**config.mk**
```make
export PLATFORM = sky130hd
export DESIGN_NAME = keyword_config_lexer_top
export DESIGN_NICKNAME = d
export VERILOG_FILES = /design/src/rtl/kcl_pkg.sv /design/src/rtl/kcl_ram.sv /design/src/rtl/kcl_datapath.sv /design/src/rtl/kcl_ctrl.sv /design/src/rtl/keyword_config_lexer_top.sv
export VERILOG_INCLUDE_DIRS = /design/src /design/src/rtl
export SDC_FILE = /design/constraint.sdc
export NUM_CORES = 1
export LEC_CHECK = 0
export CAP_MARGIN = 30
export CORE_MARGIN = 2
export CORE_UTILIZATION = 57
export DETAILED_ROUTE_END_ITERATION = 6
export DONT_BUFFER_PORTS = 1
export GPL_TIMING_DRIVEN = 0
export HOLD_SLACK_MARGIN = 0.03
export MAX_ROUTING_LAYER = met4
export PLACE_DENSITY = 0.75
export SLEW_MARGIN = 0
export SYNTH_ARGS = -nofsm -noshare
export SYNTH_HDL_FRONTEND = slang
export SYNTH_HIERARCHICAL = 1
export SYNTH_SLANG_ARGS = --single-unit
```
**constraint.sdc**
```tcl
create_clock -name clk_i -period 7.1 [get_ports clk_i]
set_input_delay 1.42 -clock clk_i [delete_from_list [all_inputs] [get_ports clk_i]]
set_output_delay 1.42 -clock clk_i [all_outputs]
set_load 0.005 [all_outputs]
```
**src/rtl/assert_macros.svh**
```systemverilog
// Assertion macros used by the lexer controller.
`ifndef ASSERT_MACROS_SVH
`define ASSERT_MACROS_SVH

// Checks a property at every rising clock edge outside reset.
`define KCL_ASSERT(lbl, prop, msg) \
  lbl: assert property (@(posedge clk_i) disable iff (!rst_ni) prop) else $error(msg);

// Checks that a condition in one cycle implies another in the next cycle.
`define KCL_ASSERT_NEXT(lbl, pre, post, msg) \
  lbl: assert property (@(posedge clk_i) disable iff (!rst_ni) (pre) |=> (post)) else $error(msg);

`endif

```
**src/rtl/kcl_pkg.sv**
```systemverilog
// Package with types, token codes and the keyword table of the lexer.
`timescale 1ns / 1ps
package kcl_pkg;

  localparam int MAX_TOKEN_CHARS = 63;
  localparam int AddrW = $clog2(MAX_TOKEN_CHARS);
  localparam int LenW = $clog2(MAX_TOKEN_CHARS + 1);
  localparam int KwMax = 10;
  localparam int KwCount = 34;

  localparam logic [5:0] K_ERROR = 6'd0;
  localparam logic [5:0] K_END = 6'd1;
  localparam logic [5:0] K_EQUALS = 6'd2;
  localparam logic [5:0] K_COLON = 6'd3;
  localparam logic [5:0] K_INTEGER = 6'd4;
  localparam logic [5:0] K_STRING = 6'd5;

  localparam logic [8*KwMax-1:0] KW_WORD [KwCount] = '{
    "MENU", "FORM", "TITLE", "LABEL", "OUTPUT", "TYPE", "WIDTH", {"MAX", "_VALUES"},
    {"MIN", "_VALUES"}, "REQUIRE", "FLOOR", "CEILING", "PATTERN", "ECHO", "FIND", "EDIT",
    "CONSTANT", "VERIFY", "LIST", "TEXT", "INTEGER", "FLOAT", "BOOLEAN", "TRUE",
    "FALSE", "ON", "OFF", "YES", "NO", "NULL", "NONE", "VALUE", "FIELD", "ITEM"
  };

  localparam logic [5:0] KW_KIND [KwCount] = '{
    6'd6, 6'd7, 6'd8, 6'd9, 6'd10, 6'd11, 6'd12, 6'd13, 6'd14, 6'd15, 6'd16, 6'd17,
    6'd18, 6'd19, 6'd20, 6'd21, 6'd22, 6'd23, 6'd24, 6'd25, 6'd26, 6'd27, 6'd28,
    6'd29, 6'd30, 6'd29, 6'd30, 6'd29, 6'd30, 6'd31, 6'd31, 6'd32, 6'd33, 6'd34
  };

  typedef struct packed {
    logic       req_type;
    logic [7:0] data_byte;
  } in_t;

  typedef struct packed {
    logic [5:0]  token_kind;
    logic        has_byte;
    logic [7:0]  text_byte;
    logic [15:0] token_line;
    logic [15:0] token_column;
    logic        last;
  } out_t;

  typedef struct packed {
    logic             append;
    logic             clr_len;
    logic             set_start;
    logic             adv;
    logic             reset_pos;
    logic             capture;
    logic             col_cur;
    logic             out_load;
    logic [5:0]       out_kind;
    logic             out_text;
    logic             out_last;
    logic [AddrW-1:0] rd_addr;
  } cmd_t;

  typedef struct packed {
    logic            eoi;
    logic            sp;
    logic            dig;
    logic            alp;
    logic            us;
    logic            prt;
    logic            quo;
    logic            hash;
    logic            eq;
    logic            colon;
    logic            nl;
    logic            full;
    logic [5:0]      kw_kind;
    logic [LenW-1:0] emit_len;
  } sts_t;

  // Returns the keyword kind of a right-aligned, zero-filled word, or zero.
  function automatic logic [5:0] kw_lookup(logic [8*KwMax-1:0] word, logic [LenW-1:0] len);
    logic [5:0] kind;
    kind = K_ERROR;
    for (int e = 0; e < KwCount; e++) begin
      if (word == KW_WORD[e] && len <= LenW'(KwMax)) begin
        kind = kind | KW_KIND[e];
      end
    end
    return kind;
  endfunction

endpackage

```
**src/rtl/kcl_ram.sv**
```systemverilog
// Generic single-write, single-read RAM with registered read data.
`timescale 1ns / 1ps
module kcl_ram #(
  parameter int Width = 8,
  parameter int Depth = 64
) (
  input  logic                     clk_i,
  input  logic                     we_i,
  input  logic [$clog2(Depth)-1:0] waddr_i,
  input  logic [Width-1:0]         wdata_i,
  input  logic [$clog2(Depth)-1:0] raddr_i,
  output logic [Width-1:0]         rdata_o
);

  logic [Width-1:0] mem_q [Depth];
  logic [Width-1:0] rdata_q;

  always_ff @(posedge clk_i) begin
    if (we_i) begin
      mem_q[waddr_i] <= wdata_i;
    end
    rdata_q <= mem_q[raddr_i];
  end

  assign rdata_o = rdata_q;

endmodule

```
**src/rtl/kcl_datapath.sv**
```systemverilog
// Datapath of the lexer: position counters, token text store and result register.
`timescale 1ns / 1ps
module kcl_datapath import kcl_pkg::*; (
  input  logic  clk_i,
  input  logic  rst_ni,
  input  in_t   in_data_i,
  input  cmd_t  cmd_i,
  output sts_t  sts_o,
  output out_t  out_data_o
);

  logic [15:0]          line_q, line_d, col_q, col_d, start_q, start_d;
  logic [LenW-1:0]      len_q, len_d;
  logic [8*KwMax-1:0]   kwbuf_q, kwbuf_d;
  logic [15:0]          emit_line_q, emit_col_q;
  logic [LenW-1:0]      emit_len_q;
  out_t                 out_q;
  logic [7:0]           ch, uc, rdata;

  assign ch = in_data_i.data_byte;
  assign uc = (ch >= 8'h61 && ch <= 8'h7A) ? ch - 8'd32 : ch;

  always_comb begin
    sts_o.eoi = in_data_i.req_type;
    sts_o.sp = ch == 8'h20 || (ch >= 8'h09 && ch <= 8'h0D);
    sts_o.dig = ch >= 8'h30 && ch <= 8'h39;
    sts_o.alp = (ch >= 8'h41 && ch <= 8'h5A) || (ch >= 8'h61 && ch <= 8'h7A);
    sts_o.us = ch == 8'h5F;
    sts_o.prt = ch >= 8'h20 && ch <= 8'h7E;
    sts_o.quo = ch == 8'h27;
    sts_o.hash = ch == 8'h23;
    sts_o.eq = ch == 8'h3D;
    sts_o.colon = ch == 8'h3A;
    sts_o.nl = ch == 8'h0A;
    sts_o.full = len_q >= LenW'(MAX_TOKEN_CHARS);
    sts_o.kw_kind = kw_lookup(kwbuf_q, len_q);
    sts_o.emit_len = emit_len_q;
  end

  kcl_ram #(
    .Width(8),
    .Depth(MAX_TOKEN_CHARS)
  ) u_text (
    .clk_i   (clk_i),
    .we_i    (cmd_i.append),
    .waddr_i (len_q[AddrW-1:0]),
    .wdata_i (ch),
    .raddr_i (cmd_i.rd_addr),
    .rdata_o (rdata)
  );

  always_comb begin
    line_d = line_q;
    col_d = col_q;
    start_d = start_q;
    len_d = len_q;
    kwbuf_d = kwbuf_q;
    if (cmd_i.append) begin
      len_d = len_q + 1'b1;
      kwbuf_d = (len_q == '0) ? {{(8*KwMax-8){1'b0}}, uc} : {kwbuf_q[8*KwMax-9:0], uc};
    end
    if (cmd_i.clr_len) begin
      len_d = '0;
    end
    if (cmd_i.set_start) begin
      start_d = col_q;
    end
    if (cmd_i.adv) begin
      if (sts_o.nl) begin
        if (line_q != 16'hFFFF) begin
          line_d = line_q + 16'd1;
        end
        col_d = 16'd1;
      end else if (col_q != 16'hFFFF) begin
        col_d = col_q + 16'd1;
      end
    end
    if (cmd_i.reset_pos) begin
      line_d = 16'd1;
      col_d = 16'd1;
      start_d = 16'd1;
      len_d = '0;
    end
  end

  always_ff @(posedge clk_i or negedge rst_ni) begin
    if (!rst_ni) begin
      line_q <= 16'd1;
      col_q <= 16'd1;
      start_q <= 16'd1;
      len_q <= '0;
    end else begin
      line_q <= line_d;
      col_q <= col_d;
      start_q <= start_d;
      len_q <= len_d;
    end
  end

  always_ff @(posedge clk_i) begin
    kwbuf_q <= kwbuf_d;
    if (cmd_i.capture) begin
      emit_line_q <= line_q;
      emit_col_q <= cmd_i.col_cur ? col_q : start_q;
      emit_len_q <= len_q;
    end
    if (cmd_i.out_load) begin
      out_q.token_kind <= cmd_i.out_kind;
      out_q.has_byte <= cmd_i.out_text;
      out_q.text_byte <= cmd_i.out_text ? rdata : 8'd0;
      out_q.token_line <= emit_line_q;
      out_q.token_column <= emit_col_q;
      out_q.last <= cmd_i.out_last;
    end
  end

  assign out_data_o = out_q;

endmodule

```
**src/rtl/kcl_ctrl.sv**
```systemverilog
// Controller of the lexer: lexer mode, result sequencing and output handshake.
`timescale 1ns / 1ps
`include "assert_macros.svh"
module kcl_ctrl import kcl_pkg::*; (
  input  logic  clk_i,
  input  logic  rst_ni,
  input  logic  in_valid_i,
  output logic  in_ready_o,
  output logic  out_valid_o,
  input  logic  out_ready_i,
  input  sts_t  sts_i,
  output cmd_t  cmd_o
);

  typedef enum logic [2:0] {
    MD_START, MD_COMMENT, MD_INTEGER, MD_WORD, MD_STRING, MD_QUOTE, MD_ERR
  } mode_e;

  typedef enum logic [2:0] {
    ST_IDLE, ST_TXT_RD, ST_TXT_WR, ST_S1, ST_S2
  } state_e;

  mode_e            mode_q, mode_d;
  state_e           state_q, state_d;
  logic             out_valid_q, out_valid_d;
  logic [AddrW-1:0] idx_q, idx_d;
  logic             t_en_q, t_en_d, s1_en_q, s1_en_d, s2_en_q, s2_en_d;
  logic [5:0]       t_kind_q, t_kind_d, s1_kind_q, s1_kind_d, s2_kind_q, s2_kind_d;
  logic             accept, ofree, fail, eq_start, tlast;
  cmd_t             cmd;

  assign accept = in_valid_i && state_q == ST_IDLE;
  assign ofree = !out_valid_q || out_ready_i;
  assign tlast = sts_i.emit_len == '0 || LenW'(idx_q) + 1'b1 == sts_i.emit_len;

  always_comb begin
    cmd = '0;
    cmd.rd_addr = idx_q;
    mode_d = mode_q;
    state_d = state_q;
    idx_d = idx_q;
    t_en_d = t_en_q;
    t_kind_d = t_kind_q;
    s1_en_d = s1_en_q;
    s1_kind_d = s1_kind_q;
    s2_en_d = s2_en_q;
    s2_kind_d = s2_kind_q;
    fail = 1'b0;
    eq_start = 1'b0;
    case (state_q)
      ST_IDLE: begin
        if (accept && mode_q != MD_ERR) begin
          t_en_d = 1'b0;
          s1_en_d = 1'b0;
          s2_en_d = 1'b0;
          idx_d = '0;
          if (sts_i.eoi) begin
            case (mode_q)
              MD_QUOTE, MD_INTEGER: begin
                t_en_d = 1'b1;
                t_kind_d = (mode_q == MD_QUOTE) ? K_STRING : K_INTEGER;
                s1_en_d = 1'b1;
                s1_kind_d = K_END;
              end
              MD_WORD: begin
                fail = sts_i.kw_kind == K_ERROR;
                s1_en_d = 1'b1;
                s1_kind_d = sts_i.kw_kind;
                s2_en_d = 1'b1;
                s2_kind_d = K_END;
              end
              MD_STRING: fail = 1'b1;
              default: begin
                s1_en_d = 1'b1;
                s1_kind_d = K_END;
              end
            endcase
            cmd.reset_pos = 1'b1;
            mode_d = MD_START;
          end else begin
            case (mode_q)
              MD_START: begin
                if (sts_i.sp) begin
                  mode_d = MD_START;
                end else if (sts_i.hash) begin
                  mode_d = MD_COMMENT;
                end else if (sts_i.dig || sts_i.alp || sts_i.us) begin
                  fail = sts_i.full;
                  cmd.append = 1'b1;
                  cmd.set_start = 1'b1;
                  mode_d = sts_i.dig ? MD_INTEGER : MD_WORD;
                end else if (sts_i.quo) begin
                  cmd.set_start = 1'b1;
                  cmd.clr_len = 1'b1;
                  mode_d = MD_STRING;
                end else if (sts_i.eq) begin
                  cmd.set_start = 1'b1;
                  eq_start = 1'b1;
                  s1_en_d = 1'b1;
                  s1_kind_d = K_EQUALS;
                end else begin
                  fail = 1'b1;
                end
              end
              MD_INTEGER: begin
                if (sts_i.dig) begin
                  fail = sts_i.full;
                  cmd.append = 1'b1;
                end else if (sts_i.sp) begin
                  t_en_d = 1'b1;
                  t_kind_d = K_INTEGER;
                  cmd.clr_len = 1'b1;
                  mode_d = MD_START;
                end else begin
                  fail = 1'b1;
                end
              end
              MD_WORD: begin
                if (sts_i.dig || sts_i.alp || sts_i.us) begin
                  fail = sts_i.full;
                  cmd.append = 1'b1;
                end else if (sts_i.sp || sts_i.colon || sts_i.eq) begin
                  fail = sts_i.kw_kind == K_ERROR;
                  s1_en_d = 1'b1;
                  s1_kind_d = sts_i.kw_kind;
                  s2_en_d = sts_i.colon || sts_i.eq;
                  s2_kind_d = sts_i.colon ? K_COLON : K_EQUALS;
                  cmd.clr_len = 1'b1;
                  mode_d = MD_START;
                end else begin
                  fail = 1'b1;
                end
              end
              MD_COMMENT: begin
                if (sts_i.nl) begin
                  mode_d = MD_START;
                end else begin
                  fail = !sts_i.prt;
                end
              end
              MD_STRING: begin
                if (sts_i.quo) begin
                  mode_d = MD_QUOTE;
                end else if (sts_i.prt) begin
                  fail = sts_i.full;
                  cmd.append = 1'b1;
                end else begin
                  fail = 1'b1;
                end
              end
              MD_QUOTE: begin
                if (sts_i.quo) begin
                  fail = sts_i.full;
                  cmd.append = 1'b1;
                  mode_d = MD_STRING;
                end else if (sts_i.sp) begin
                  t_en_d = 1'b1;
                  t_kind_d = K_STRING;
                  cmd.clr_len = 1'b1;
                  mode_d = MD_START;
                end else begin
                  fail = 1'b1;
                end
              end
              default: fail = 1'b1;
            endcase
            cmd.adv = 1'b1;
          end
          cmd.capture = 1'b1;
          cmd.col_cur = fail || eq_start;
          if (fail) begin
            cmd.append = 1'b0;
            cmd.clr_len = 1'b0;
            cmd.set_start = 1'b0;
            cmd.adv = 1'b0;
            cmd.reset_pos = 1'b0;
            mode_d = MD_ERR;
            t_en_d = 1'b0;
            s1_en_d = 1'b1;
            s1_kind_d = K_ERROR;
            s2_en_d = 1'b0;
          end
          if (t_en_d) begin
            state_d = ST_TXT_RD;
          end else if (s1_en_d) begin
            state_d = ST_S1;
          end else begin
            state_d = ST_IDLE;
          end
        end
      end
      ST_TXT_RD: state_d = ST_TXT_WR;
      ST_TXT_WR: begin
        if (ofree) begin
          cmd.out_load = 1'b1;
          cmd.out_kind = t_kind_q;
          cmd.out_text = sts_i.emit_len != '0;
          cmd.out_last = tlast;
          if (tlast) begin
            state_d = s1_en_q ? ST_S1 : ST_IDLE;
          end else begin
            idx_d = idx_q + 1'b1;
            state_d = ST_TXT_RD;
          end
        end
      end
      ST_S1: begin
        if (ofree) begin
          cmd.out_load = 1'b1;
          cmd.out_kind = s1_kind_q;
          cmd.out_last = 1'b1;
          state_d = s2_en_q ? ST_S2 : ST_IDLE;
        end
      end
      ST_S2: begin
        if (ofree) begin
          cmd.out_load = 1'b1;
          cmd.out_kind = s2_kind_q;
          cmd.out_last = 1'b1;
          state_d = ST_IDLE;
        end
      end
      default: state_d = ST_IDLE;
    endcase
    if (cmd.out_load) begin
      out_valid_d = 1'b1;
    end else if (out_ready_i) begin
      out_valid_d = 1'b0;
    end else begin
      out_valid_d = out_valid_q;
    end
  end

  always_ff @(posedge clk_i or negedge rst_ni) begin
    if (!rst_ni) begin
      mode_q <= MD_START;
      state_q <= ST_IDLE;
      out_valid_q <= 1'b0;
      idx_q <= '0;
      t_en_q <= 1'b0;
      t_kind_q <= K_ERROR;
      s1_en_q <= 1'b0;
      s1_kind_q <= K_ERROR;
      s2_en_q <= 1'b0;
      s2_kind_q <= K_ERROR;
    end else begin
      mode_q <= mode_d;
      state_q <= state_d;
      out_valid_q <= out_valid_d;
      idx_q <= idx_d;
      t_en_q <= t_en_d;
      t_kind_q <= t_kind_d;
      s1_en_q <= s1_en_d;
      s1_kind_q <= s1_kind_d;
      s2_en_q <= s2_en_d;
      s2_kind_q <= s2_kind_d;
    end
  end

  assign in_ready_o = state_q == ST_IDLE;
  assign out_valid_o = out_valid_q;
  assign cmd_o = cmd;

  `KCL_ASSERT_NEXT(a_dead_stays_idle, mode_q == MD_ERR && state_q == ST_IDLE,
                   state_q == ST_IDLE && mode_q == MD_ERR, "Lexer left the error state.")
  `KCL_ASSERT(a_idx_in_range, state_q == ST_TXT_RD |-> (sts_i.emit_len == '0 || LenW'(idx_q) < sts_i.emit_len),
              "Text read index beyond token length.")
  `KCL_ASSERT(a_load_when_free, cmd.out_load |-> (!out_valid_q || out_ready_i),
              "Result register overwritten before its transfer.")

endmodule

```
**src/rtl/keyword_config_lexer_top.sv**
```systemverilog
// Top level of the keyword configuration lexer.
`timescale 1ns / 1ps
// The lexer takes one byte or end-of-input mark per input transfer and gives
// tokens one result per output transfer. It handles one item at a time: an item
// that gives no result is done once accepted; an item that gives results is
// accepted, then for each text byte of an integer or string the block first
// reads the text store and then loads the result register, then it loads each
// single result in turn, waiting while the output stalls. A result waiting in
// the output register does not block the next input transfer. After an error
// result the block takes every item silently until reset.
module keyword_config_lexer_top import kcl_pkg::*; (
  input  logic clk_i,
  input  logic rst_ni,
  input  logic in_valid_i,
  output logic in_ready_o,
  input  in_t  in_data_i,
  output logic out_valid_o,
  input  logic out_ready_i,
  output out_t out_data_o
);

  cmd_t cmd;
  sts_t sts;

  kcl_ctrl u_ctrl (
    .clk_i       (clk_i),
    .rst_ni      (rst_ni),
    .in_valid_i  (in_valid_i),
    .in_ready_o  (in_ready_o),
    .out_valid_o (out_valid_o),
    .out_ready_i (out_ready_i),
    .sts_i       (sts),
    .cmd_o       (cmd)
  );

  kcl_datapath u_datapath (
    .clk_i      (clk_i),
    .rst_ni     (rst_ni),
    .in_data_i  (in_data_i),
    .cmd_i      (cmd),
    .sts_o      (sts),
    .out_data_o (out_data_o)
  );

endmodule
```
Word level (Yosys, flattened, before mapping)
Memory sizes are Yosys's and may differ from the RTL's. A register that Yosys moved wholly into a read port is not among the register bits.
Index checks and enable logic that the tools add are counted.
Widths: inputs -> output; s select.
- add/subtract/negate cells: 5
- equality and inequality tests: 82
- reductions and logical operators: 77
- $lt $le $gt $ge: 12
- muxes and demuxes: 626
- operators with widths (cell ; count):
    $eq 80x31->1 const B ; 12
    $mux 6 ; 131
    $eq 80x39->1 const B ; 8
    $eq 80x55->1 const B ; 5
    $mux 3 ; 110
    $mux 1 ; 307
    $mux 16 ; 17
    $eq 80x15->1 const B ; 2
    $eq 80x23->1 const B ; 2
    $eq 80x47->1 const B ; 2
    $eq 80x79->1 const B ; 2
    $mux 5 ; 24
    $eq 80x63->1 const B ; 1
    $mux 7 ; 7
    $pmux 6 s2 ; 4
    $mux 4 ; 11
    $logic_and 1x1->1 ; 41
    $eq 8x6->1 const B ; 5
    $add 16x1->16 const B ; 2
    $ne 16x16->1 const B ; 2
    $le 8x7->1 const B ; 3
    $pmux 7 s3 ; 1
    $ne 5x4->1 const B ; 4
    $ne 5x5->1 const B ; 4
    52 further kinds ; 95
- output and inout bits: 50
- RAM bits: 504
- memories kept: 1
- logic and storage cells: 827
- register bits after elaboration: 253
- memory list (name ; depth ; width ; read ports ; clocked after memory_dff ; wr ports ; line ; RTL):
    u_datapath.u_text.mem_q ; 63 ; 8 ; 1 ; 1 ; 1 ; kcl_ram.sv:15 ; logic [Width-1:0] mem_q [Depth];

Logic depth before layout (Yosys ltp)
Gate-level depths: netlist (run 1).
- depth after elaboration: 68
- gate-level depth with buffers: 22
- mapped depth without buffers: 20

Modules after synthesis
The synthesis (run 1) kept the hierarchy.
- by module, submodules not included (module ; cells an instance ; instances ; area each (µm²)):
    kcl_ram ; 951 ; 1 ; 19844.0
    kcl_datapath ; 854 ; 1 ; 10393.7
    kcl_ctrl ; 258 ; 1 ; 2074.5

Worst setup path before layout (run 1)
No wires, ideal clock.
- kind: input -> register
- start point: in in_data_i[5] (netlist bit)
- end point: mem u_datapath.u_text.mem_q[36][0], enable pin
- stages: 17
- required time: 6.717 ns
- path slack: -0.328 ns
- arrival: 7.045 ns
- cells stage by stage: buf_2 > inv_1 > ha_1 > nand2b_1 > a21oi_1 > a211oi_1 > nor3_1 > or3_4 > a211oi_2 > o311ai_1 > or3_1 > buf_6 > nor3_2 > o21a_1 > nor4bb_1 > nand2_1 > nor3_1
- RTL lines (item ; line ; RTL):
    from (decl) ; keyword_config_lexer_top.sv:16 ; input in_t in_data_i,
    to (decl) ; kcl_ram.sv:15 ;

==> reports/metrics.cfg, run 1 <==
[clock_tree]
cts_resized = 0
clock_sinks = 757
clkSlewWorstSetupHoldPaths_ns = 0.06
postCtsSetupRepairBufs = 0
cts_hold_buf = 0
clk_latency_ns = 0.61
cts_buffer_depth = 3
cts_root_buf = clkbuf_16
htreeDepth = 3
cts_tree = done
cts_made_buffers = 76

[placement]
dp_hpwl_mm = 50.86
io_buffers = 0
globalplace.congestion = 0.9383
dpl_worst_slack_ns = 0.4541

[logic_synthesis]
synth.cell_area_um2 = 32310
yosysWarnings = 6
synth_flop_cell = edfxtp_1
synth.top_cell.area_share_pct = 62.27
synth.largest_area_cell = edfxtp_1
avgSynthCellArea_um2 = 15.66
synth_most_common_cell = edfxtp_1
synthTopCellsByArea = edfxtp_1, mux4_2, dfrtp_1
netlist_instances = 2063
synth.distinct_cells = 94
ys_seq_area_share_pct = 68.89
synth_edf_count = 670
synth_commonest_cells = edfxtp_1, nor2_1, mux4_2
synth-seq-cells = 757
async_flop_share_pct = 10.44
syn-num-nets = 2085

[detailed_routing]
drtPass1Iterations = 6
postRouteWirelength_mm = 79.00
ant_nets = 0
routedWlPerCell_um = 26.68
drt_iter0_drc = 2174
route.vias.total = 19427
avgViaCountPerCell = 6.561
drcViolationCount = 0

[sta]
slew_viol_final = 0
whs_ns = 0.4181
finalSetupViolCount = 0
final.period_utilization_pct = 96.65
setup_slack_ns = 0.2380
hold_viol = 0
max_freq_ghz = 0.1457
fin_skew_ns = 0.02218
period_needed_ns = 6.862
worstMarginPinSlew_ns = 1.129
maxSlewHeadroom_pct = 24.18
rsz0062_at_grt = false

[worst_hold_path]
hold_path.class = reg2reg
worstHoldEndpoint = u_datapath/out_data_o[18]$_DFFE_PP_
hold-path-cell-count = 0
hp-start = u_datapath/emit_line_q[1]$_DFFE_PP_

[worst_setup_path]
r2r_start = u_datapath/kwbuf_q[53]$_SDFFCE_PN0P_
reg2reg_slack_ns = 0.24
crit_path_max_fanout = 20
path_class = reg2reg
worst_setup_path_start_kind = flip-flop
reg2reg_to = u_datapath/u_text/mem_q[5][3]$_DFFE_PP_
cp.arrival_ns = 7.08
cp_data_required_time_ns = 7.32
ff2ff_path_depth = 17
cp-end-kind = flip-flop

[global_route]
grt_pass1_vias = 19316
antenna_found_initial = 0
grt_max_degree = 80
grt-ovfl-total = 0
grt_pass1_wl_mm = 119.6
track_usage_pct = 28.03

[power]
pwr-share-comb_pct = 0.4
p_seq_share_pct = 54.9
clkPwrFrac_pct = 44.8
power_leakage_nw = 11.93
internal_power_mw = 7.151
vdd_drop_max_mv = 0.1703
switchingPower_mw = 1.647
p_per_area_nw_per_um2 = 245.9
swShare_pct = 18.72

[die]
die_area_um2 = 58610
rows = 87
die_y_um = 242.1
start_util_pct = 57.53
coreArea_um2 = 56170
pin_count = 63
die_x_um = 242.1

[run]
drv_cap = 0

[finish]
drive_gt1_share_pct = 14.15
seq_area_um2 = 22260
n_antenna_cell = 0
multiInputGateArea_um2 = 9428
num-nets-final = 2166
fill_cells = 3984
area_delta_synth_final_pct = 10.73

[run_status]
status = finished, final reports clean

==> state kept, by name, summed over array words and instances (netlist names), 2 cells and up <==
register / flops
u_ctrl/s1_kind_q: 6
u_datapath/u_text/mem_q: 504
u_datapath/line_q: 16
u_datapath/out_data_o: 48
u_datapath/u_text/rdata_o: 8
u_ctrl/s2_kind_q: 2
u_datapath/emit_len_q: 6
u_datapath/start_q: 16
u_datapath/len_q: 6
u_ctrl/idx_q: 6
u_datapath/kwbuf_q: 80
u_ctrl/mode_q: 3
u_datapath/emit_col_q: 16
u_datapath/emit_line_q: 16
u_datapath/col_q: 16
u_ctrl/state_q: 3
u_ctrl/t_kind_q: 2
==> metal layers <==
metal	routed length, µm	GRT usage, %	vias to the layer above	share of wire (%)
li1	-	-	8293	-
met1	30790	36.94	9857	39
met2	37960	43.86	1041	48
met3	6948	4.930	236	8.8
met4	3297	11.29	0	4.2
met5	0	-	-	0
==> layout by cell type (no fill, tap or decap), types with 37 or more instances in the layout <==
master and instances:
edfxtp_1 670, nor2_1 186, mux4_2 100, and2_1 92, nand2_1 85, clkbuf_16 80
dfrtp_1 76, clkbuf_1 74, nand3_1 62, nor3_1 58, nand4_1 46, mux2i_1 44
a21oi_1 42, nor4_1 37
==> power groups by stage <==
stage | logic [mW] | clock network [mW] | registers, mW
final | 0.0309 | 3.94 | 4.83
after global routing | 0.0340 | 4.16 | 4.83
after CTS | 0.0299 | 4.00 | 4.83
after detailed placement | 0.0298 | 0 | 4.92
after global placement | 0.0292 | 0 | 4.92
after floorplan | 0.0235 | 0 | 4.92
==> how the worst max path moves through the flow <==
stage                                         start                                       end  slack (ns)  cells past startpoint
2_1_floorplan                          in_data_i[5]  u_datapath/u_text/mem_q[36][0]$_DFFE_PP_        0.58                     17
3_3_place_gp   u_datapath/kwbuf_q[53]$_SDFFCE_PN0P_  u_datapath/u_text/mem_q[54][6]$_DFFE_PP_       -0.95                     16
6_report       u_datapath/kwbuf_q[53]$_SDFFCE_PN0P_   u_datapath/u_text/mem_q[5][3]$_DFFE_PP_        0.24                     17
5_1_grt        u_datapath/kwbuf_q[53]$_SDFFCE_PN0P_  u_datapath/u_text/mem_q[45][1]$_DFFE_PP_        0.09                     17
3_5_place_dp                           in_data_i[5]   u_datapath/u_text/mem_q[5][1]$_DFFE_PP_        0.45                     17
4_1_cts        u_datapath/kwbuf_q[53]$_SDFFCE_PN0P_  u_datapath/u_text/mem_q[45][3]$_DFFE_PP_        0.44                     17
==> critical path: stages (launching register included) <==
cell and delay, ns:
edfxtp_1 0.43, nor4bb_1 0.83, nand4_1 0.32, nor4_1 0.63
nand4_1 0.25, o2111ai_1 0.21, nor4_1 0.09, nand3_1 0.18
nor4_1 0.11, a211oi_2 0.23, o311ai_1 0.16, or3_1 0.35
buf_6 0.15, nor3_2 0.38, o21a_4 0.41, nor2b_1 0.29
nand3_1 0.50, nor2_1 0.95
==> final cells by class <==
cell class / count / share of cell area, %
multi-input combinational: 1184 / 26.35
inverter: 21 / 0.2203
tap: 756 / 2.644
clock inverter: 31 / 0.8847
buffer: 101 / 1.546
sequential: 757 / 62.22
timing repair buffer: 3 / 0.1119
clock buffer: 108 / 6.029
==> cells by family (layout without fill, tap and decap cells) <==
| logic type | Yosys count | count (layout) | share of synthesized area, % |
|---|---|---|---|
| fa+ha+maj | 9 | 9 | 0.3485 |
| flops | 757 | 757 | 68.89 |
| simple gates | 748 | 748 | 12.95 |
| xor+xnor | 39 | 39 | 1.100 |
| mux | 175 | 175 | 10.02 |
| buf+inv | 122 | 264 | 1.955 |
| compound gates | 213 | 213 | 4.736 |
==> stage by stage <==
stage                     utilization, %  setup TNS (ns)  cell area [µm²]  power [mW]  instances
after global placement             59.21         -336.52            33260       4.952       2819
after floorplan                        -               0            32310       4.947       2063
final                              63.70               0            35780       8.797       2961
after detailed placement           59.30               0            33310       4.952       2822
after CTS                          63.70               0            35780       8.856       2961
after global routing               63.70               0            35780       9.020       2961
(Power assumes the default switching activity.)
==> run 2: changes to the inputs <==
--- a/config.mk
+++ b/config.mk
@@ -14,7 +14,7 @@
 export GPL_TIMING_DRIVEN = 0
 export HOLD_SLACK_MARGIN = 0.03
 export MAX_ROUTING_LAYER = met4
-export PLACE_DENSITY = 0.75
+export PLACE_DENSITY = 0.83
 export SLEW_MARGIN = 0
 export SYNTH_ARGS = -nofsm -noshare
 export SYNTH_HDL_FRONTEND = slang
==> run 2 against run 1 <==
Non-clock buffer count grew 1. Power up 2.6%. Largest cell class unchanged. Die area unchanged. Register-to-register slack got worse by 0.11 ns. Sequential share of layout area fell by 0.24 points. The run now ends with DRC left. Count of clock-buffer cells in the layout is 9 lower. Final area rose by 0.38%. Hold slack lost 0.0026 ns.
==> reports/metrics.cfg, run 2 (synthesis gave the netlist of run 1 again) <==
[run_status]
status = finished, violations left  ; was finished, final reports clean
violations = DRC

[finish]
regMostFlops = u_datapath/u_text/mem_q  ; unchanged
num-nets-final = 2166  ; unchanged
seq_area_um2 = 22260  ; unchanged
layout_common_cells = edfxtp_1, nor2_1, mux4_2  ; unchanged
instances_no_fill = 2963  ; was 2961
fill_cells = 3745  ; was 3984
drive_gt1_share_pct = 14.69  ; was 14.15%
multiInputGateArea_um2 = 9438  ; was 9428 µm²
largest_reg_flops = 504  ; unchanged
final_common_cell = edfxtp_1  ; unchanged
area_delta_synth_final_pct = 11.16  ; was 10.73%

[die]
die_area_um2 = 58610  ; unchanged
rows = 87  ; unchanged
pin_count = 63  ; unchanged
die_y_um = 242.1  ; unchanged
coreArea_um2 = 56170  ; unchanged
die_x_um = 242.1  ; unchanged
start_util_pct = 57.53  ; unchanged

[clock_tree]
clock_sinks = 757  ; unchanged
cts_root_buf = clkbuf_16  ; unchanged
htreeDepth = 3  ; unchanged
clkSlewWorstSetupHoldPaths_ns = 0.06  ; about the same
postCtsSetupRepairBufs = 0  ; unchanged
clk_latency_ns = 0.64  ; was 0.61 ns
cts_buffer_depth = 3  ; unchanged
cts_tree = done  ; unchanged
cts_made_buffers = 75  ; was 76
cts_hold_buf = 0  ; unchanged
cts_resized = 0  ; unchanged

[worst_setup_path]
cp-end-kind = flip-flop  ; unchanged
max_stage_delay_ns = 0.91  ; was 0.95 ns
setup.worst_path.start = u_datapath/kwbuf_q[71]$_SDFFCE_PN0P_  ; was u_datapath/kwbuf_q[53]$_SDFFCE_PN0P_
cp.depth = 17  ; unchanged
reg2reg_slack_ns = 0.13  ; was 0.24 ns
path_common_cell = nor4_1  ; unchanged
cp.arrival_ns = 7.23  ; was 7.08 ns
r2r_start = u_datapath/kwbuf_q[71]$_SDFFCE_PN0P_  ; was u_datapath/kwbuf_q[53]$_SDFFCE_PN0P_
cp_cell_sequence = nor4_1 -> nand4b_1 -> nor3_4 -> nand2_1 -> nor4_1 -> nor4b_1 -> nand4_1 -> nor4_1 -> a211oi_2 -> o311ai_1 -> or3_1 -> buf_6 -> nor3_2 -> o21a_4 -> nor2b_1 -> nand3_1 -> nor2_1  ; was nor4bb_1 -> nand4_1 -> nor4_1 -> nand4_1 -> o2111ai_1 -> nor4_1 -> nand3_1 -> nor4_1 -> a211oi_2 -> o311ai_1 -> or3_1 -> buf_6 -> nor3_2 -> o21a_4 -> nor2b_1 -> nand3_1 -> nor2_1
crit_end = u_datapath/u_text/mem_q[5][0]$_DFFE_PP_  ; was u_datapath/u_text/mem_q[5][3]$_DFFE_PP_
worst_setup_path_start_kind = flip-flop  ; unchanged
crit_slowest_cell = nor2_1  ; unchanged
cp_num_buf_inv = 1  ; unchanged
path_class = reg2reg  ; unchanged
ff2ff_path_depth = 17  ; unchanged
cp_data_required_time_ns = 7.35  ; was 7.32 ns
crit_path_max_fanout = 32  ; was 20
reg2reg_to = u_datapath/u_text/mem_q[5][0]$_DFFE_PP_  ; was u_datapath/u_text/mem_q[5][3]$_DFFE_PP_
critPathTopFamily = simple AND/OR/NAND/NOR gates  ; unchanged

[global_route]
grt_pass1_wl_mm = 127.5  ; was 119.6 mm
antenna_found_initial = 1  ; was 0
grt_max_degree = 80  ; unchanged
grt_pass1_vias = 20387  ; was 19.32k
track_usage_pct = 29.92  ; was 28.03%
grt-ovfl-total = 0  ; unchanged

[power]
clkPwrFrac_pct = 46.2  ; was 44.8%
p_per_area_nw_per_um2 = 251.3  ; was 245.9 nW/µm²
p_seq_share_pct = 53.5  ; was 54.9%
switchingPower_mw = 1.730  ; was 1.647 mW
swShare_pct = 19.17  ; was 18.72%
pwr-share-comb_pct = 0.3  ; was 0.4%
internal_power_mw = 7.296  ; was 7.151 mW
power_leakage_nw = 12.01  ; was 11.93 nW
vdd_drop_max_mv = 0.2089  ; was 0.1703 mV

[detailed_routing]
postRouteWirelength_mm = 84.70  ; was 79.00 mm
route.vias.total = 20308  ; was 19.43k
avgViaCountPerCell = 6.854  ; was 6.561
drtPass1Iterations = 7  ; was 6
routedWlPerCell_um = 28.58  ; was 26.68 µm
drcViolationCount = 2  ; was 0
ant_nets = 0  ; unchanged
drt_iter0_drc = 2909  ; was 2174

[sta]
hold_viol = 0  ; unchanged
fin_skew_ns = 0.04052  ; was 0.02218 ns
worstMarginPinSlew_ns = 1.051  ; was 1.129 ns
slew_viol_final = 0  ; unchanged
period_needed_ns = 6.975  ; was 6.862 ns
final.period_utilization_pct = 98.23  ; was 96.65%
maxSlewHeadroom_pct = 29.01  ; was 24.18%
whs_ns = 0.4155  ; was 0.4181 ns
finalSetupViolCount = 0  ; unchanged
max_freq_ghz = 0.1434  ; was 0.1457 GHz
rsz0062_at_grt = false  ; unchanged

[placement]
dp_hpwl_mm = 52.22  ; was 50.86 mm
globalplace.congestion = 0.9771  ; was 0.9383
io_buffers = 0  ; unchanged
dp.cells = 2823  ; was 2822

[worst_hold_path]
hold_path.class = reg2reg  ; unchanged

[run]
drv_cap = 0  ; unchanged

[run 2: changes by cell type in the layout (fill, tap and decap cells not counted), sizes merged]
cell      delta
clkbuf       -9
clkinvlp     -2
bufinv       +5
clkinv       +4
diode        +1
buf          +1
inv          +2
[run 2: stage by stage]
step                      setup slack, ns  cell area, µm²  util [%]  TNS, ns  power (mW)
after global routing           0.00002531           35920     63.94        0       9.232
after detailed placement           0.4736           33310     59.31        0       4.952
after global placement            -0.7834           33260     59.21  -248.39       4.951
after floorplan                    0.5799           32310         -        0       4.947
after CTS                          0.5175           35900     63.92        0       9.072
final                              0.1254           35920     63.94        0       9.027
[run 2: per-layer routing]
| layer | global-route usage, % | vias to the layer above | part of all wire, % | wire length, µm |
|---|---|---|---|---|
| met5 | - | - | 0 | 0 |
| met4 | 14.09 | 0 | 4.8 | 4081 |
| met3 | 6.104 | 347 | 11 | 8996 |
| met2 | 47.46 | 1542 | 49 | 41340 |
| met1 | 37.35 | 10105 | 36 | 30280 |
| li1 | - | 8314 | - | - |
[run 2: area by class of cell]
class	instances	area share, %
diodes	1	0.006967
plain buffers	101	1.540
well taps	756	2.634
clock buffers	99	5.821
flip-flops and latches	757	61.98
clock inverters	40	1.390
multi-input cells	1184	26.28
inverters	21	0.2195
repair buffers	4	0.1359
[run 2: how the worst min path moves through the flow]
stage,cells after the start,endpoint,slack [ns],startpoint
floorplan,0,u_datapath/out_data_o[10]$_DFFE_PP_,0.40,u_datapath/emit_col_q[9]$_DFFE_PP_
global placement,0,u_datapath/out_data_o[22]$_DFFE_PP_,0.41,u_datapath/emit_line_q[5]$_DFFE_PP_
detailed placement,0,u_datapath/out_data_o[8]$_DFFE_PP_,0.41,u_datapath/emit_col_q[7]$_DFFE_PP_
CTS,0,u_datapath/out_data_o[23]$_DFFE_PP_,0.42,u_datapath/emit_line_q[6]$_DFFE_PP_
global route,0,u_datapath/out_data_o[22]$_DFFE_PP_,0.44,u_datapath/emit_line_q[5]$_DFFE_PP_
finish,0,u_datapath/out_data_o[23]$_DFFE_PP_,0.42,u_datapath/emit_line_q[6]$_DFFE_PP_
[run 2: power groups by stage]
stage	Sequential, mW	Combinational (mW)	Clock [mW]
2_1_floorplan	4.92	0.0235	0
6_report	4.83	0.0308	4.17
4_1_cts	4.83	0.0298	4.21
3_3_place_gp	4.92	0.0288	0
5_1_grt	4.82	0.0334	4.37
3_5_place_dp	4.92	0.0295	0
==> run 3: changes to the inputs <==
--- a/config.mk
+++ b/config.mk
@@ -11,10 +11,11 @@
 export CORE_UTILIZATION = 57
 export DETAILED_ROUTE_END_ITERATION = 6
 export DONT_BUFFER_PORTS = 1
-export GPL_TIMING_DRIVEN = 0
+export GPL_TIMING_DRIVEN = 1
 export HOLD_SLACK_MARGIN = 0.03
 export MAX_ROUTING_LAYER = met4
 export PLACE_DENSITY = 0.83
+export SKIP_LAST_GASP = 1
 export SLEW_MARGIN = 0
 export SYNTH_ARGS = -nofsm -noshare
 export SYNTH_HDL_FRONTEND = slang
==> constraint.sdc (replaced) <==
create_clock -name clk_i -period 7.1 [get_ports clk_i]
set_input_delay 0.71 -clock clk_i [delete_from_list [all_inputs] [get_ports clk_i]]
set_output_delay 0.71 -clock clk_i [all_outputs]
set_load 0.005 [all_outputs]
==> run 3 against run 2 <==
The flow now finishes without violations. Sequential share of layout area up 0.68 points. Flip-flop and latch count did not move. Count of clock-buffer cells in the layout shrank 4. Global-route usage shrank 2.0 points. Highest routed layer unchanged.
==> reports/metrics.cfg, run 3 (synthesis gave the netlist of run 1 again) <==
[run_status]
status = finished, final reports clean  ; was finished, violations left

[sta]
worstMarginPinSlew_ns = 0.9983  ; was 1.051 ns
slew_viol_final = 0  ; unchanged
fin_skew_ns = 0.02887  ; was 0.04052 ns
period_needed_ns = 6.347  ; was 6.975 ns
hold_viol = 0  ; unchanged
finalSetupTns_ns = 0  ; unchanged
finalSetupViolCount = 0  ; unchanged
maxSlewHeadroom_pct = 33.20  ; was 29.01%
rsz0062_at_grt = false  ; unchanged
max_freq_ghz = 0.1576  ; was 0.1434 GHz
final.period_utilization_pct = 89.39  ; was 98.23%

[global_route]
grt_pass1_vias = 19396  ; was 20.39k
antenna_found_initial = 0  ; was 1
grt_pass1_wl_mm = 120.8  ; was 127.5 mm
grt_max_degree = 83  ; was 80
track_usage_pct = 27.93  ; was 29.92%
grt-ovfl-total = 0  ; unchanged

[power]
power_leakage_nw = 11.82  ; was 12.01 nW
p_per_area_nw_per_um2 = 251.2  ; was 251.3 nW/µm²
p_total_mw = 8.927  ; was 9.027 mW
vdd_drop_max_mv = 0.1773  ; was 0.2089 mV

[worst_setup_path]
reg2reg_slack_ns = 0.75  ; was 0.13 ns
cp-end-kind = flip-flop  ; unchanged
path_class = reg2reg  ; unchanged
worst_setup_path_start_kind = flip-flop  ; unchanged
cp_data_required_time_ns = 7.34  ; was 7.35 ns
crit_path_max_fanout = 14  ; was 32
cp.arrival_ns = 6.58  ; was 7.23 ns

[finish]
fill_cells = 3739  ; was 3745
layout_common_cells = edfxtp_1, nor2_1, mux4_2  ; unchanged
multiInputGateArea_um2 = 9438  ; unchanged
regMostFlops = u_datapath/u_text/mem_q  ; unchanged
post-route-util_pct = 63.27  ; was 63.94%
area_delta_synth_final_pct = 9.986  ; was 11.16%
final_common_cell = edfxtp_1  ; unchanged
n_antenna_cell = 0  ; was 1
num-nets-final = 2088  ; was 2166
largest_reg_flops = 504  ; unchanged
drive_gt1_share_pct = 14.35  ; was 14.69%
seq_area_um2 = 22270  ; was 22260 µm²

[die]
die_x_um = 242.1  ; unchanged
die_y_um = 242.1  ; unchanged
pin_count = 63  ; unchanged
rows = 87  ; unchanged
start_util_pct = 57.53  ; unchanged
coreArea_um2 = 56170  ; unchanged
die_area_um2 = 58610  ; unchanged

[placement]
dp_hpwl_mm = 46.79  ; was 52.22 mm
globalplace.congestion = 0.9618  ; was 0.9771
io_buffers = 0  ; unchanged

[clock_tree]
cts_root_buf = clkbuf_16  ; unchanged
clock_sinks = 757  ; unchanged
cts_resized = 0  ; unchanged
cts_made_buffers = 75  ; unchanged
htreeDepth = 3  ; unchanged
cts_buffer_depth = 3  ; unchanged
clkSlewWorstSetupHoldPaths_ns = 0.06  ; about the same
clk_latency_ns = 0.62  ; was 0.64 ns
cts_tree = done  ; unchanged

[detailed_routing]
drcViolationCount = 0  ; was 2
drt_iter0_drc = 2613  ; was 2909
postRouteWirelength_mm = 79.37  ; was 84.70 mm
route.vias.total = 19483  ; was 20.31k
routedWlPerCell_um = 27.54  ; was 28.58 µm
drtPass1Iterations = 6  ; was 7
ant_nets = 0  ; unchanged
avgViaCountPerCell = 6.760  ; was 6.854

[run]
drv_cap = 0  ; unchanged

[worst_hold_path]
hold_path.class = in2reg  ; was reg2reg

-- run 3: cell types whose count changed in the layout (fill, tap and decap cells not counted), sizes merged --
| cell | delta |
|---|---|
| bufinv | -3 |
| clkinvlp | +3 |
| clkdlybuf4s18 | +1 |
| diode | -1 |
| clkbuf | -56 |
| buf | -28 |
| dlygate4sd3 | +1 |
| clkinv | +2 |
-- run 3: path summary, 6_finish.rpt --
check,startpoint,end,cells after the start
setup / recovery,u_datapath/len_q[4]$_DFFE_PN0P_,u_datapath/u_text/mem_q[8][2]$_DFFE_PP_,16
hold / removal,in_data_i[1],u_datapath/u_text/mem_q[23][1]$_DFFE_PP_,0
setup reg to reg,u_datapath/len_q[4]$_DFFE_PN0P_,u_datapath/u_text/mem_q[8][2]$_DFFE_PP_,16
hold reg to reg,u_datapath/emit_line_q[3]$_DFFE_PP_,u_datapath/out_data_o[20]$_DFFE_PP_,0
max in group asynchronous,rst_ni,u_datapath/col_q[0]$_DFFE_PN1P_,2
min in group asynchronous,rst_ni,u_datapath/line_q[8]$_DFFE_PN0P_,2
-- run 3: power by group --
part | internal, mW | leakage [nW] | total, mW | switching [mW]
logic | 0.0115 | 3.22 | 0.0372 | 0.0256
clock network | 2.35 | 1.23 | 4.06 | 1.71
registers | 4.83 | 7.37 | 4.83 | 0.0000000000000000236
total | 7.19 | 11.8 | 8.93 | 1.73
-- run 3: critical path, stage by stage (launching register included) --
cell and delay (ns):
dfrtp_1 0.54, nor4_1 0.44, nand4b_1 0.26, nor3_4 0.39, nand3_1 0.41, nor4_1 0.50, nor4b_1 0.14, nand4_1 0.16
nor4_1 0.11, a211oi_2 0.22, o311ai_1 0.16, or3_1 0.48, nor3_2 0.31, o21a_4 0.27, nor2b_1 0.32, nand2_1 0.44
nor2_1 0.82
-- run 3: through the flow --
step | cell area, µm² | worst slack [ns] | instances | hold slack [ns]
2_1_floorplan | 32310 | 0.3747 | 2063 | 0.4003
4_1_cts | 35480 | 0.9310 | 2879 | 0.1756
6_report | 35540 | 0.7534 | 2882 | 0.2078
3_5_place_dp | 32910 | 0.9865 | 2740 | 0.4055
5_1_grt | 35540 | 0.4464 | 2882 | 0.1769
3_3_place_gp | 32890 | 1.139 | 2738 | 0.4016
-- run 3: per-layer routing --
metal / vias up / track usage, % / share of wire (%)
li1: 8131 / - / -
met1: 9931 / 36.01 / 38
met2: 1225 / 45.24 / 50
met3: 196 / 4.863 / 8.9
met4: 0 / 9.822 / 3.6
met5: - / - / 0
-- run 3: final cells by class --
cell class | count | area share [%]
multi-input combinational | 1184 | 26.56
clock buffer | 95 | 5.869
timing repair buffer | 27 | 0.7816
clock inverter | 42 | 1.250
tap | 756 | 2.662
sequential | 757 | 62.66
inverter | 21 | 0.2218
-- run 3: timing repair --
item	in CTS	in global routing
hold buffers	2	0
endpoints found under the setup margin	0	0
setup buffers	0	0
endpoints found under the hold margin	79	0
